==> config.mk <==
export PLATFORM = sky130hd
export DESIGN_NAME = ssm_ctrl
export DESIGN_NICKNAME = d
export VERILOG_FILES = /design/src/hdl/ssm_pkg.sv /design/src/hdl/ssm_ctrl.sv
export SDC_FILE = /design/constraint.sdc
export NUM_CORES = 1
export LEC_CHECK = 0
export BUFFER_PORTS_ARGS = -buffer_cell sky130_fd_sc_hd__buf_2
export CORE_AREA = 2 2 39 41
export CTS_BUF_LIST = sky130_fd_sc_hd__clkbuf_4
export CTS_CLUSTER_DIAMETER = 80
export DETAILED_ROUTE_END_ITERATION = 8
export DIE_AREA = 0 0 41 43
export PLACE_DENSITY_LB_ADDON = 0.2
export SKIP_CTS_REPAIR_TIMING = 1
export SLEW_MARGIN = 20
export SYNTH_ARGS = -nofsm -noshare
export SYNTH_HDL_FRONTEND = slang
export SYNTH_SLANG_ARGS = --single-unit
==> constraint.sdc <==
create_clock -name clock -period 2.3 [get_ports clock]
set_clock_uncertainty 0.05 [all_clocks]
set_input_delay 0.23 -clock clock [delete_from_list [all_inputs] [get_ports clock]]
set_output_delay 0.23 -clock clock [all_outputs]
set_load 0.03 [all_outputs]
==> src/hdl/ssm_pkg.sv <==
package ssm_pkg;

   localparam int CAPACITY   = 256;
   localparam int VALUE_BITS = 32;
   localparam int KEY_BITS   = 8;
   localparam int POS_BITS   = $clog2(CAPACITY);
   localparam int CNT_BITS   = $clog2(CAPACITY + 1);

   localparam logic [CNT_BITS-1:0] CAP_CNT = CNT_BITS'(CAPACITY);

   typedef enum logic [1:0] {
      ACT_SET    = 2'd0,
      ACT_LOOKUP = 2'd1,
      ACT_CLEAR  = 2'd2,
      ACT_READ   = 2'd3
   } action_type;

   typedef enum logic [1:0] {
      STS_OK    = 2'd0,
      STS_FULL  = 2'd1,
      STS_RANGE = 2'd2
   } status_type;

   typedef struct packed {
      action_type  action;
      logic [7:0]  key;
      logic [31:0] data_value;
      logic [7:0]  position;
   } req_type;

   typedef struct packed {
      logic        found;
      logic [31:0] result_value;
      logic [7:0]  result_key;
      logic [8:0]  entry_count;
      status_type  status;
   } rsp_type;

   // Controller to datapath commands
   typedef struct packed {
      logic accept;        // request transfer this cycle
      logic finish_now;    // set or clear: load the response at once
      logic fetch_dense;   // sparse position is out, read dense at it
      logic finish_fetch;  // dense data is out, load the response
   } cmd_type;

endpackage

==> src/hdl/ssm_ctrl.sv <==
module ssm_ctrl (
   input  logic                clock,
   input  logic                reset,
   input  logic                req_valid,
   output logic                req_ready,
   input  ssm_pkg::action_type req_action,
   output logic                rsp_valid,
   input  logic                rsp_ready,
   output ssm_pkg::cmd_type    cmd
);

   typedef enum logic [3:0] {
      ST_IDLE   = 4'b0001,
      ST_SPARSE = 4'b0010,
      ST_DENSE  = 4'b0100,
      ST_RESP   = 4'b1000
   } state_type;

   state_type state_ff;
   state_type state_in;

   always_comb begin
      state_in         = state_ff;
      req_ready        = 1'b0;
      rsp_valid        = 1'b0;
      cmd.accept       = 1'b0;
      cmd.finish_now   = 1'b0;
      cmd.fetch_dense  = 1'b0;
      cmd.finish_fetch = 1'b0;
      case (state_ff)
         ST_IDLE: begin
            req_ready = 1'b1;
            if (req_valid) begin
               cmd.accept = 1'b1;
               case (req_action)
                  ssm_pkg::ACT_LOOKUP: begin
                     state_in = ST_SPARSE;
                  end
                  ssm_pkg::ACT_READ: begin
                     state_in = ST_DENSE;
                  end
                  default: begin
                     cmd.finish_now = 1'b1;
                     state_in       = ST_RESP;
                  end
               endcase
            end
         end
         ST_SPARSE: begin
            cmd.fetch_dense = 1'b1;
            state_in        = ST_DENSE;
         end
         ST_DENSE: begin
            cmd.finish_fetch = 1'b1;
            state_in         = ST_RESP;
         end
         ST_RESP: begin
            rsp_valid = 1'b1;
            if (rsp_ready) begin
               state_in = ST_IDLE;
            end
         end
         default: begin
            state_in = ST_IDLE;
         end
      endcase
   end

   always_ff @(posedge clock) begin
      if (reset) begin
         state_ff <= ST_IDLE;
      end else begin
         state_ff <= state_in;
      end
   end

endmodule

==> flow_metrics.py <==
metrics = {
    "flow_run": {
        "cap_violations": 0,
    },
    "clock_network": {
        "worstSkewPairLatency_ns": 0.23,
        "clockBufferDepth": 2,
        "cts_tree": "built",
        "cts.root.buffer_cell": "clkbuf_4",
        "cts.sinks": 4,
        "clk_pin_slew_ns": 0.03,
        "cts_made_buffers": 3,
        "ctsHtreeMaxLevel": 1,
    },
    "setup_path": {
        "startpoint_type": "flop",
        "crit_slowest_cell": "dfxtp_1",
        "path_buf_inv": 2,
        "r2r-start": "state_ff[0]",
        "cp.arrival_ns": 1.46,
        "worstRegToRegCells": 3,
        "criticalPathCategory": "flop to output port",
        "crit_chain": "nor4b_2, buf_4, and2_1, and2b_1, buf_2",
        "r2r_end": "state_ff[0]",
        "cp-end-kind": "output port",
        "crit_path_end": "cmd[2]",
        "cp.depth": 5,
        "cp_top_family": "simple AND/OR/NAND/NOR gates",
        "cp_max_fo": 7,
        "max_stage_delay_ns": 0.35,
        "crit_start": "state_ff[2]",
        "worst-r2r-setup-slack_ns": 0.89,
        "worst_ep_required_time_ns": 2.02,
    },
    "global_routing": {
        "use_met3": 0.0890,
        "grt_usage": 0.0884,
        "grt_pass1_vias": 240,
        "gr-usage-met1": 0.0968,
        "grt_overflow": 0,
        "grt_max_degree": 8,
        "grt_first_pass_wirelength_um": 979,
        "grt_busiest_layer": "met2",
        "antenna_found_initial": 0,
        "met2_usage": 0.100,
    },
    "layout": {
        "reg.largest.list": "state_ff: 4 flops",
        "fillers": 162,
        "largest_register_ffs": 4,
        "area_delta_synth_final_pct": 48.0,
        "final_common_cell": "buf_2",
        "layout.nets": 45,
        "mostFrequentLayoutCells": "buf_2 (11), dfxtp_1 (4), nor4b_1 (3), clkbuf_4 (3), or3b_1 (2)",
        "largest-register": "state_ff",
        "layout-drive-gt1-share": 0.459,
        "diodes": 0,
    },
    "sta": {
        "setup_viol": 0,
        "final-max-slew-violation-count": 0,
        "tightest_slew_ns": 0.529,
        "fmax_mhz": 575,
        "setup_tns_ns": 0,
        "slew_headroom": 0.643,
        "hold_viol_final": 0,
        "fin_crit_ns": 1.74,
        "final.period_utilization": 0.757,
        "rsz0062_at_grt": "no",
    },
    "placed_design": {
        "dp_hpwl_um": 441,
        "gp_congestion": 0.776,
        "numPortBuffers": 11,
    },
    "synthesis": {
        "ys_ff_latch": 4,
        "yosys_warnings": 0,
        "ys_seq_area_frac": 0.366,
        "syn-num-nets": 28,
        "netlist_area_um2": 219,
        "synthCells": 22,
        "synth_cell_types": 16,
        "avgSynthCellArea_um2": 9.95,
    },
    "floorplan": {
        "core-area_mm2": 0.00138,
        "die_w_um": 41,
        "io_pins": 12,
        "die_area_mm2": 0.00176,
        "row_count": 14,
        "start_util": 0.158,
        "die_h_um": 43,
    },
    "drt": {
        "wl_per_cell_um": 10.1,
        "viasPerCell": 4.51,
        "ant_nets": 0,
        "vias": 239,
        "drtIter0Drc": 3,
        "drc": 0,
        "drt_first_pass_iters": 4,
        "drt-total-wl_um": 534,
    },
    "power_and_ir_drop": {
        "powerDensity_mw_per_mm2": 963,
        "p_sw_uw": 116,
        "p_seq_frac": 0.314,
        "vdd_drop_max_uv": 332,
        "swShare": 0.373,
        "p_int_uw": 196,
        "p_total_uw": 312,
        "cellLeakagePower_uw": 0.000143,
        "comb_power_share": 0.417,
        "clkPwrFrac": 0.270,
    },
    "outcome": {
        "status": "finished, final reports clean",
    },
    "min_path": {
        "hold_path.class": "primary input to flop",
    },
}
synth_stat cells:
| cell | n | area [µm²] |
|---|---|---|
| dfxtp_1 | 4 | 80.1 |
| nor4b_1 | 3 | 26.3 |
| or3b_1 | 2 | 17.5 |
| a211oi_2 | 1 | 12.5 |
| a21oi_1 | 1 | 5.00 |
| a31oi_1 | 1 | 6.26 |
| and2_1 | 1 | 6.26 |
| and2b_1 | 1 | 7.51 |
| inv_1 | 1 | 3.75 |
| nand2_1 | 1 | 3.75 |
| nor2b_1 | 1 | 6.26 |
| nor3_1 | 1 | 5.00 |
| nor4_1 | 1 | 6.26 |
| nor4b_2 | 1 | 15.0 |
| o31a_1 | 1 | 8.76 |
| o41ai_1 | 1 | 8.76 |
per-stage QoR:
stage	hold slack (ns)	area, µm²	instances	worst slack (ns)	util
after floorplan	0.255	219	22	0.0423	-
after global placement	0.363	302	50	0.806	0.218
after detailed placement	0.364	302	50	0.801	0.218
after CTS	0.117	324	53	0.549	0.234
after global routing	0.112	324	53	0.386	0.234
final	0.124	324	53	0.560	0.234
power groups by stage:
stage | combinational [µW] | sequential (µW) | clock, µW
after global routing | 143 | 101 | 101
final | 130 | 97.8 | 84.1
after detailed placement | 131 | 98.7 | 0
after floorplan | 91.4 | 94.5 | 0
after CTS | 132 | 97.9 | 89.5
after global placement | 131 | 98.5 | 0
per-layer routing:
| layer | vias to the layer above | routed length (µm) | share of wire |
|---|---|---|---|
| met1 | 108 | 224 | 0.42 |
| met5 | - | 0 | 0 |
| li1 | 119 | - | - |
| met2 | 10 | 229 | 0.43 |
| met3 | 2 | 71 | 0.13 |
| met4 | 0 | 9 | 0.017 |
logic make-up after synthesis:
logic type,after synthesis,synth area share
simple gates,12,0.429
buf+inv,1,0.0171
compound gates,5,0.189
flops,4,0.366
cell type report:
type                    instances  area (µm²)  share of cell area
well taps                      16        20.0              0.0618
clock buffers                   3        22.5              0.0695
flip-flops and latches          4        80.1               0.247
multi-input cells              17         135               0.417
repair buffers                 12        62.6               0.193
inverters                       1        3.75              0.0116
how the worst min path moves through the flow:
stage	to	cells after the start	slack [ns]	from
2_1_floorplan	state_ff[1]	1	0.26	req_action[1]
3_3_place_gp	state_ff[1]	2	0.36	req_action[1]
3_5_place_dp	state_ff[1]	2	0.36	req_action[1]
4_1_cts	state_ff[1]	2	0.12	req_action[1]
5_1_grt	state_ff[1]	2	0.11	req_action[1]
6_report	state_ff[1]	2	0.12	req_action[1]
Note: power is estimated with default switching activity, not from simulation.
